$ cat src/hw/rtl/ber_tlv_header_walker_core_macros.svh
// ----------------------------------------------------------------------------
// BER TLV header walker assertion macros
// Concurrent checks for the header walker, compiled out with NO_ASSERTIONS.
// ----------------------------------------------------------------------------
`ifndef BER_TLV_HEADER_WALKER_CORE_MACROS_SVH
`define BER_TLV_HEADER_WALKER_CORE_MACROS_SVH

`ifndef NO_ASSERTIONS
// same-cycle implication
`define BTLV_ASSERT_NOW(name, clk, rst, ante, cons) \
   name: assert property (@(posedge clk) disable iff (rst) (ante) |-> (cons)) \
      else $error("btlv check failed");
// next-cycle implication
`define BTLV_ASSERT_NEXT(name, clk, rst, ante, cons) \
   name: assert property (@(posedge clk) disable iff (rst) (ante) |=> (cons)) \
      else $error("btlv check failed");
`else
`define BTLV_ASSERT_NOW(name, clk, rst, ante, cons)
`define BTLV_ASSERT_NEXT(name, clk, rst, ante, cons)
`endif

`endif

$ cat src/hw/rtl/btlv_pkg.sv
// ----------------------------------------------------------------------------
// BER TLV header walker package
// Payload types and fixed constants shared by the walker modules.
// ----------------------------------------------------------------------------
package btlv_pkg;

   localparam int ACC_W       = 40;
   localparam int LEN_W       = 24;
   localparam int OUT_OFF_W   = 32;
   localparam int CSR_INDEX_W = 2;
   localparam int CSR_DATA_W  = 24;
   localparam int QUEUE_DEPTH = 4;

   localparam logic [1:0] KIND_HEADER = 2'd0;
   localparam logic [1:0] KIND_ERROR  = 2'd1;
   localparam logic [1:0] KIND_END    = 2'd2;

   localparam logic [2:0] ERR_NONE      = 3'd0;
   localparam logic [2:0] ERR_OCTETS    = 3'd1;
   localparam logic [2:0] ERR_TOO_LARGE = 3'd2;
   localparam logic [2:0] ERR_EARLY_END = 3'd3;
   localparam logic [2:0] ERR_INDEF     = 3'd4;

   localparam logic [CSR_INDEX_W-1:0] CSR_MAX_OCTETS = 2'd0;
   localparam logic [CSR_INDEX_W-1:0] CSR_MAX_LENGTH = 2'd1;
   localparam logic [CSR_INDEX_W-1:0] CSR_ALLOW_INDEF = 2'd2;

   localparam logic [7:0]       LEN_INDEF       = 8'h80;
   localparam logic [6:0]       LEN_COUNT_MASK  = 7'h7F;
   localparam logic [2:0]       MAX_LONG_OCTETS = 3'd5;
   localparam logic [LEN_W-1:0] LEN_LIMIT       = 24'hFFFFFF;
   localparam int               TAG_CONS_BIT    = 5;

   typedef struct packed {
      logic [7:0] data_byte;
      logic       first_byte;
      logic       last_byte;
   } req_type;

   typedef struct packed {
      logic [1:0]           kind;
      logic [7:0]           tag_byte;
      logic [LEN_W-1:0]     content_length;
      logic                 indefinite;
      logic [OUT_OFF_W-1:0] header_offset;
      logic [OUT_OFF_W-1:0] body_offset;
      logic [2:0]           error_code;
      logic                 last_result;
   } rsp_type;

   typedef struct packed {
      logic [1:0] count;
      rsp_type    first_rsp;
      rsp_type    second_rsp;
   } push_type;

endpackage

$ cat src/hw/rtl/ber_tlv_header_walker_core.sv
// ----------------------------------------------------------------------------
// BER TLV header walker core
// Walks a BER byte stream, reporting each tag/length header with offsets,
// plus errors and the clean end of each encoding.
//
//   channel | ports         | direction | payload
//   --------+---------------+-----------+--------------------------------
//   request | req_*         | in        | one encoding byte + first/last
//   result  | rsp_*         | out       | header, error or end record
//   config  | csr_*         | in        | register index + write data
//
// One byte is taken per cycle while req_ready is high; the result appears in
// the queue the next cycle. Two results (header plus end) hold two slots, so
// the queue sets the rate: one result leaves per cycle when rsp_ready is high.
// Reset is synchronous; configuration registers come back to their defaults.
// A stalled result side drops req_ready once fewer than two of the 4 queue
// slots are free.
// ----------------------------------------------------------------------------
`include "ber_tlv_header_walker_core_macros.svh"

module ber_tlv_header_walker_core #(
   parameter int OFFSET_WIDTH = 32
) (
   input  logic                                  clock,
   input  logic                                  reset,
   input  logic                                  req_valid,
   output logic                                  req_ready,
   input  btlv_pkg::req_type                     req_data,
   output logic                                  rsp_valid,
   input  logic                                  rsp_ready,
   output btlv_pkg::rsp_type                     rsp_data,
   input  logic                                  csr_we,
   input  logic [btlv_pkg::CSR_INDEX_W-1:0]      csr_index,
   input  logic [btlv_pkg::CSR_DATA_W-1:0]       csr_wdata
);
   import btlv_pkg::*;

   typedef enum logic [1:0] {
      PH_TAG,
      PH_LEN,
      PH_LONG,
      PH_SKIP
   } phase_type;

   phase_type             phase_ff, phase_in;
   logic [7:0]            tag_ff, tag_in;
   logic [ACC_W-1:0]      acc_ff, acc_in;
   logic [2:0]            octets_ff, octets_in;
   logic [LEN_W-1:0]      skip_ff, skip_in;
   logic [OFFSET_WIDTH-1:0] off_ff, off_in;
   logic [OFFSET_WIDTH-1:0] tagpos_ff, tagpos_in;
   logic                  halted_ff, halted_in;

   logic [2:0]            max_octets_ff;
   logic [LEN_W-1:0]      max_length_ff;
   logic                  allow_indef_ff;

   logic                  req_fire;
   logic                  space_ok;
   push_type              push;

   logic [OFFSET_WIDTH-1:0] pos;
   logic [OUT_OFF_W-1:0]  boff;
   logic [7:0]            b;
   logic [2:0]            lim;
   logic                  def_v;
   logic [ACC_W-1:0]      def_len;
   logic                  prim_v;
   rsp_type               prim;
   logic                  end_v;
   rsp_type               endr;

   assign req_ready = space_ok;
   assign req_fire  = req_valid & req_ready;
   assign b         = req_data.data_byte;
   assign lim       = (max_octets_ff > MAX_LONG_OCTETS) ? MAX_LONG_OCTETS : max_octets_ff;

   always_comb begin
      phase_in  = phase_ff;
      tag_in    = tag_ff;
      acc_in    = acc_ff;
      octets_in = octets_ff;
      skip_in   = skip_ff;
      off_in    = off_ff;
      tagpos_in = tagpos_ff;
      halted_in = halted_ff;
      pos       = off_ff;
      boff      = '0;
      def_v     = 1'b0;
      def_len   = '0;
      prim_v    = 1'b0;
      prim      = '0;
      end_v     = 1'b0;
      endr      = '0;
      if (req_fire) begin
         if (req_data.first_byte) begin
            off_in    = '0;
            halted_in = 1'b0;
            phase_in  = PH_TAG;
            octets_in = '0;
            skip_in   = '0;
            acc_in    = '0;
         end
         if (!halted_in) begin
            pos    = off_in;
            off_in = pos + OFFSET_WIDTH'(1);
            boff   = OUT_OFF_W'(off_in);
            case (phase_in)
               PH_TAG: begin
                  tag_in    = b;
                  tagpos_in = pos;
                  phase_in  = PH_LEN;
               end
               PH_LEN: begin
                  if (b == LEN_INDEF) begin
                     prim_v = 1'b1;
                     if (!tag_in[TAG_CONS_BIT] || !allow_indef_ff) begin
                        prim      = '{KIND_ERROR, tag_in, '0, 1'b0,
                                      OUT_OFF_W'(tagpos_in), boff, ERR_INDEF, 1'b0};
                        halted_in = 1'b1;
                     end else begin
                        prim = '{KIND_HEADER, tag_in, '0, 1'b1,
                                 OUT_OFF_W'(tagpos_in), boff, ERR_NONE, 1'b0};
                     end
                     phase_in = PH_TAG;
                  end else if (b[7]) begin
                     if ((b[6:0] & LEN_COUNT_MASK) > {4'd0, lim}) begin
                        prim_v    = 1'b1;
                        prim      = '{KIND_ERROR, tag_in, '0, 1'b0,
                                      OUT_OFF_W'(tagpos_in), boff, ERR_OCTETS, 1'b0};
                        halted_in = 1'b1;
                        phase_in  = PH_TAG;
                     end else begin
                        acc_in    = '0;
                        octets_in = b[2:0];
                        phase_in  = PH_LONG;
                     end
                  end else begin
                     def_v   = 1'b1;
                     def_len = ACC_W'(b);
                  end
               end
               PH_LONG: begin
                  acc_in = {acc_in[ACC_W-9:0], b};
                  if (octets_in != 3'd0) begin
                     octets_in = octets_in - 3'd1;
                  end
                  if (octets_in == 3'd0) begin
                     def_v   = 1'b1;
                     def_len = acc_in;
                  end
               end
               PH_SKIP: begin
                  if (skip_in != '0) begin
                     skip_in = skip_in - LEN_W'(1);
                  end
                  if (skip_in == '0) begin
                     phase_in = PH_TAG;
                  end
               end
               default: begin
                  phase_in = PH_TAG;
               end
            endcase
            if (def_v) begin
               prim_v = 1'b1;
               if ((def_len[ACC_W-1:LEN_W] != '0) || (def_len[LEN_W-1:0] > max_length_ff)) begin
                  prim      = '{KIND_ERROR, tag_in, '0, 1'b0,
                                OUT_OFF_W'(tagpos_in), boff, ERR_TOO_LARGE, 1'b0};
                  halted_in = 1'b1;
                  phase_in  = PH_TAG;
               end else begin
                  prim = '{KIND_HEADER, tag_in, def_len[LEN_W-1:0], 1'b0,
                           OUT_OFF_W'(tagpos_in), boff, ERR_NONE, 1'b0};
                  if (!tag_in[TAG_CONS_BIT] && (def_len != '0)) begin
                     skip_in  = def_len[LEN_W-1:0];
                     phase_in = PH_SKIP;
                  end else begin
                     phase_in = PH_TAG;
                  end
               end
            end
            if (!halted_in && req_data.last_byte) begin
               end_v = 1'b1;
               if (phase_in == PH_TAG) begin
                  endr = '{KIND_END, 8'd0, '0, 1'b0, boff, boff, ERR_NONE, 1'b1};
               end else begin
                  endr = '{KIND_ERROR, tag_in, '0, 1'b0,
                           OUT_OFF_W'(tagpos_in), boff, ERR_EARLY_END, 1'b1};
               end
               halted_in = 1'b1;
               phase_in  = PH_TAG;
            end
         end
      end
      prim.last_result = !end_v;
      push.count       = {1'b0, prim_v} + {1'b0, end_v};
      push.first_rsp   = prim_v ? prim : endr;
      push.second_rsp  = endr;
   end

   always_ff @(posedge clock) begin
      if (reset) begin
         phase_ff       <= PH_TAG;
         tag_ff         <= '0;
         acc_ff         <= '0;
         octets_ff      <= '0;
         skip_ff        <= '0;
         off_ff         <= '0;
         tagpos_ff      <= '0;
         halted_ff      <= 1'b0;
         max_octets_ff  <= MAX_LONG_OCTETS;
         max_length_ff  <= LEN_LIMIT;
         allow_indef_ff <= 1'b1;
      end else begin
         phase_ff  <= phase_in;
         tag_ff    <= tag_in;
         acc_ff    <= acc_in;
         octets_ff <= octets_in;
         skip_ff   <= skip_in;
         off_ff    <= off_in;
         tagpos_ff <= tagpos_in;
         halted_ff <= halted_in;
         if (csr_we) begin
            case (csr_index)
               CSR_MAX_OCTETS:  max_octets_ff  <= csr_wdata[2:0];
               CSR_MAX_LENGTH:  max_length_ff  <= csr_wdata[LEN_W-1:0];
               CSR_ALLOW_INDEF: allow_indef_ff <= csr_wdata[0];
               default: begin
               end
            endcase
         end
      end
   end

   btlv_rsp_queue u_rsp_queue (
      .clock     (clock),
      .reset     (reset),
      .push      (push),
      .space_ok  (space_ok),
      .rsp_valid (rsp_valid),
      .rsp_ready (rsp_ready),
      .rsp_data  (rsp_data)
   );

   `BTLV_ASSERT_NOW(a_push_needs_transfer, clock, reset,
      push.count != 2'd0, req_fire)
   `BTLV_ASSERT_NOW(a_halted_silent, clock, reset,
      req_fire && halted_ff && !req_data.first_byte, push.count == 2'd0)
   `BTLV_ASSERT_NEXT(a_last_halts, clock, reset,
      req_fire && req_data.last_byte && (req_data.first_byte || !halted_ff),
      halted_ff && (phase_ff == PH_TAG))
   `BTLV_ASSERT_NOW(a_skip_nonzero, clock, reset,
      phase_ff == PH_SKIP, skip_ff != '0)

endmodule

$ cat src/hw/rtl/btlv_rsp_queue.sv
// ----------------------------------------------------------------------------
// BER TLV result queue
// Small result FIFO taking up to two results per cycle, one out per transfer.
// ----------------------------------------------------------------------------
module btlv_rsp_queue (
   input  logic              clock,
   input  logic              reset,
   input  btlv_pkg::push_type push,
   output logic              space_ok,
   output logic              rsp_valid,
   input  logic              rsp_ready,
   output btlv_pkg::rsp_type rsp_data
);
   import btlv_pkg::*;

   localparam int PTR_W = $clog2(QUEUE_DEPTH);
   localparam int CNT_W = $clog2(QUEUE_DEPTH + 1);

   rsp_type            mem_ff [QUEUE_DEPTH];
   logic [PTR_W-1:0]   wr_ptr_ff, wr_ptr_in;
   logic [PTR_W-1:0]   rd_ptr_ff, rd_ptr_in;
   logic [CNT_W-1:0]   count_ff, count_in;
   logic               pop;

   assign rsp_valid = (count_ff != '0);
   assign rsp_data  = mem_ff[rd_ptr_ff];
   assign pop       = rsp_valid & rsp_ready;
   assign space_ok  = (count_ff <= CNT_W'(QUEUE_DEPTH - 2)) |
                      ((count_ff == CNT_W'(QUEUE_DEPTH - 1)) & pop);

   always_comb begin
      wr_ptr_in = wr_ptr_ff + PTR_W'(push.count);
      rd_ptr_in = rd_ptr_ff + PTR_W'(pop);
      count_in  = count_ff + CNT_W'(push.count) - CNT_W'(pop);
   end

   always_ff @(posedge clock) begin
      if (reset) begin
         wr_ptr_ff <= '0;
         rd_ptr_ff <= '0;
         count_ff  <= '0;
      end else begin
         wr_ptr_ff <= wr_ptr_in;
         rd_ptr_ff <= rd_ptr_in;
         count_ff  <= count_in;
      end
   end

   always_ff @(posedge clock) begin
      if (push.count != 2'd0) begin
         mem_ff[wr_ptr_ff] <= push.first_rsp;
      end
      if (push.count == 2'd2) begin
         mem_ff[wr_ptr_ff + PTR_W'(1)] <= push.second_rsp;
      end
   end

endmodule
$ cat config.mk
export PLATFORM = sky130hd
export DESIGN_NAME = ber_tlv_header_walker_core
export DESIGN_NICKNAME = d
export VERILOG_FILES = /design/src/hw/rtl/btlv_pkg.sv /design/src/hw/rtl/ber_tlv_header_walker_core.sv /design/src/hw/rtl/btlv_rsp_queue.sv
export VERILOG_INCLUDE_DIRS = /design/src /design/src/hw/rtl
export SDC_FILE = /design/constraint.sdc
export NUM_CORES = 1
export LEC_CHECK = 0
export ABC_AREA = 0
export BUFFER_PORTS_ARGS = -buffer_cell sky130_fd_sc_hd__buf_2
export CAP_MARGIN = 0
export CORE_MARGIN = 4
export CORE_UTILIZATION = 47
export CTS_CLUSTER_DIAMETER = 200
export DETAILED_ROUTE_END_ITERATION = 8
export MAX_ROUTING_LAYER = met4
export PLACE_DENSITY = 0.69
export SLEW_MARGIN = 25
export SYNTH_ARGS = -nofsm -noshare
export SYNTH_HDL_FRONTEND = slang
export SYNTH_SLANG_ARGS = --single-unit
export TNS_END_PERCENT = 20
$ cat constraint.sdc
create_clock -name clock -period 14.2 [get_ports clock]
set_input_delay 0.71 -clock clock [delete_from_list [all_inputs] [get_ports clock]]
set_output_delay 0.71 -clock clock [all_outputs]
set_load 0.01 [all_outputs]
==> impl_results.md <==
* Hold Crit Class: in2reg
* Worst path cell trace: buf_2 -> buf_4 -> inv_1 -> nand2_1 -> inv_1 -> ha_1 -> nor2b_1 -> nand2_1 -> o21ai_1 -> and2_1 -> ha_1 -> and3_1 -> or3b_2 -> o311ai_0 -> o211ai_1 -> nand4b_1 -> ha_1 -> nor2b_1 -> nor2b_1 -> a21oi_1 -> or2_2 -> o32ai_1 -> a22o_1
* # port buffers at 145
* Finished Layout Cells at 3444
* Number of global-route vias before repair at 21.7k
* Largest net degree at the start of global routing at 88
* DR pass1 iterations at 6
* Total Routed Length at 82300 µm
* Largest incremental delay on the critical path at 1.04 ns
* Clk Latency, worst-skew pair at 0.61 ns
* Routed WL per cell at 23.9 µm
* Clk_skew at 0.0169 ns
* Die height at 252 µm
* Total of warnings raised by yosys at 0
* CP bufs+invs at 4
* Sequential fraction of the synthesis area at 52.5%
* Hold Crit Depth at 3
* N_diodes at 0
* Reg2Reg Launch Point: octets_ff[1]
* Htree depth at 2
* Share of cells above drive strength 1 at 16.9%
* P&R area growth vs syn at 11.3%
* Syn nets at 2689
* Critical Path AT at 9.10 ns
* Worst VDD drop at 0.118 mV
* Maxcap violations at 0
* Setup bufs post-CTS at 0
* FMAX at 116 MHz
* Reg2reg setup slack at 6.38 ns
* Top FF cell, synth: edfxtp_1
* CTS max path bufs at 3
* Routed Antenna Nets at 0
* Worst EP required at 14.66 ns
* Hold Path End: max_length_ff[4]
* Initial antenna violation count at 0
* CTS tree: done
* Via density per instance at 6.35
* Design area at 31200 µm²
* Post-Syn Area per Cell at 10.8 µm²
* CTS Root Cell: clkbuf_16
* Final hold vios at 0
* Share of flip-flops with an asynchronous set or reset at 0%
* End of the worst register-to-register path: u_rsp_queue.mem_ff[1][95]
* Pwr dens at 139 nW/µm²
* DRC at 0
* Worst-path fanout max at 55
* Clock transition at path regs at 0.06 ns
* Largest delay contributor family on the critical path: simple AND/OR/NAND/NOR gates
* Critical path class: in2reg
* Final setup vio count at 0
* Number of top-level pins at 146
* Starting Density at 47.5%
* RSZ-0062 raised after global routing: false
* Num CTS Buffers at 59
* Worst min-delay path startpoint: csr_wdata[4]
* Global-route wire length before repair at 126000 µm
* Post-route setup TNS at 0 ns
* Slew Viols, Final at 0
* Post-Synthesis Cell Area at 28000 µm²
* Cts repair resizes at 0
* Site row count at 89
* Final period utilization at 60.8%
* GP Congestion at 0.932
* Post-DP Area at 29200 µm²
* Slew @ Worst Pin at 1.08 ns
* Layout Nets at 2709
* Die W at 252 µm
* Initial DRC count at 2157
* Placed Cells at 3335
* Total gr overflow at 0
* Reg2reg path depth at 21
* Hold-fix buffers at CTS at 0
* CP Launch Type: input port
* Slowest-stage cell, CP: o32ai_1
* Detail Placement HPWL at 52000 µm
* Pleak at 11.1 nW
* EDFF count, synth at 308
* Crit. End Element: register
* Worst Setup SP: req_data[1]
* Outcome: finished, final reports clean
* Post-synthesis cell count at 2603
* Slew margin rel. at 27.6%
* Total power at 0.00433 W
* Vias at 21.9k
* Synth Register Bits at 581
* Core area at 59000 µm²
* CTS sink count at 581
* Crit path time final at 8.63 ns
* Synth cell types at 76
* Die area at 63600 µm²
* Tot GR Track Use at 25.8%
==> worst min-delay path: stages <==
cell and delay (ns):
buf_2 0.07, nand2_1 0.04, nand3b_1 0.06
==> where the power goes <==
part | leakage (nW) | switching [W] | internal, W
registers | 5.22 | 0.0000757 | 0.00182
clock network | 0.959 | 0.000658 | 0.000934
logic | 4.92 | 0.000504 | 0.000332
total | 11.1 | 0.00124 | 0.00309
==> cell families (layout without fill, tap and decap cells) <==
group	Yosys count	count (layout)	synth area share, %
mux	172	172	10.9
buf+inv	285	353	3.92
compound gates	633	633	15.5
xor+xnor	35	35	1.09
fa+ha+maj	45	45	2.04
flops	581	581	52.5
simple gates	852	852	14.1
==> state kept, by name (all words and copies together) (netlist names) <==
name                   count
acc_ff                    32
u_rsp_queue.wr_ptr_ff      2
off_ff                    32
max_octets_ff              3
skip_ff                   24
tagpos_ff                 32
tag_ff                     8
allow_indef_ff             1
max_length_ff             24
u_rsp_queue.count_ff       3
halted_ff                  1
u_rsp_queue.rd_ptr_ff      2
octets_ff                  3
u_rsp_queue.mem_ff       412
phase_ff                   2
==> placed cells by master (no fill, tap or decap), drive strengths merged, types with 12 or more instances in the layout <==
| master | instances |
|---|---|
| nor2 | 320 |
| edfxtp | 308 |
| dfxtp | 273 |
| nand2 | 244 |
| buf | 183 |
| o22ai | 130 |
| a22o | 124 |
| a21oi | 117 |
| mux4 | 103 |
| clkbuf | 83 |
| o21ai | 72 |
| a22oi | 59 |
| inv | 59 |
| nor2b | 52 |
| ha | 44 |
| nand3 | 41 |
| mux2i | 39 |
| nor3 | 38 |
| a211oi | 32 |
| and2 | 31 |
| mux2 | 30 |
| nand3b | 28 |
| nor4 | 26 |
| xnor2 | 22 |
| nand4 | 18 |
| clkinv | 18 |
| a21o | 14 |
| or2 | 13 |
| xor2 | 13 |
| a31oi | 12 |
| and3 | 12 |
==> layout make-up <==
cell class / instances / area (µm²)
fill: 5111 / 27800
sequential: 581 / 14700
multi-input combinational: 1737 / 12300
clock buffer: 83 / 1650
timing repair buffer: 183 / 1010
tap: 773 / 967
clock inverter: 26 / 320
inverter: 61 / 234
==> Yosys cell counts (6+ instances only) <==
cell type	count	share of area (%)
o21ai_0	63	1.1
a31oi_1	12	0.27
xor2_1	13	0.41
nor2_1	319	4.3
nor4_1	24	0.54
nand3_1	40	0.71
o21ai_1	9	0.16
nand3b_1	28	0.75
a22o_1	124	3.9
or3_1	9	0.20
a21oi_1	117	2.1
nand4_1	17	0.38
a21o_1	14	0.38
a311oi_1	6	0.19
inv_1	61	0.82
edfxtp_1	308	33
ha_1	44	2.0
and3_1	12	0.27
mux2_2	30	1.2
xnor2_1	22	0.69
a22oi_1	59	1.6
clkbuf_1	195	2.6
nor3_1	38	0.68
and2_1	31	0.69
mux2i_1	39	1.4
a211oi_1	31	0.83
mux4_2	103	8.3
o22ai_1	130	2.9
or2_2	13	0.29
o31ai_1	9	0.24
buf_1	21	0.28
nor2b_1	52	1.2
o21a_1	9	0.24
dfxtp_1	273	20
nand2_1	244	3.3
==> how the worst max path moves through the flow <==
stage | end | slack [ns] | cells past startpoint
global placement | u_rsp_queue.mem_ff[3][40] | 5.05 | 24
global route | u_rsp_queue.mem_ff[1][97] | 4.93 | 23
detailed placement | u_rsp_queue.mem_ff[0][96] | 5.18 | 22
CTS | u_rsp_queue.mem_ff[0][96] | 5.71 | 22
floorplan | u_rsp_queue.mem_ff[0][0] | 5.56 | 29
finish | u_rsp_queue.mem_ff[1][95] | 5.57 | 23
==> per-layer routing <==
layer	up-vias	track usage, %	part of all wire [%]
met3	205	3.11	7.3
met2	1092	44.1	50
met4	0	8.46	3.4
li1	9756	-	-
met5	-	-	0
met1	10800	32.1	39
==> per-stage QoR <==
step,hold WS [ns],utilization (%),setup slack [ns]
after floorplan,0.420,-,5.56
after global placement,0.428,49.5,5.05
after detailed placement,0.445,49.5,5.18
after CTS,0.276,52.8,5.71
after global routing,0.301,52.8,4.93
final,0.306,52.8,5.57
Note: power is estimated with default switching activity, not from simulation.
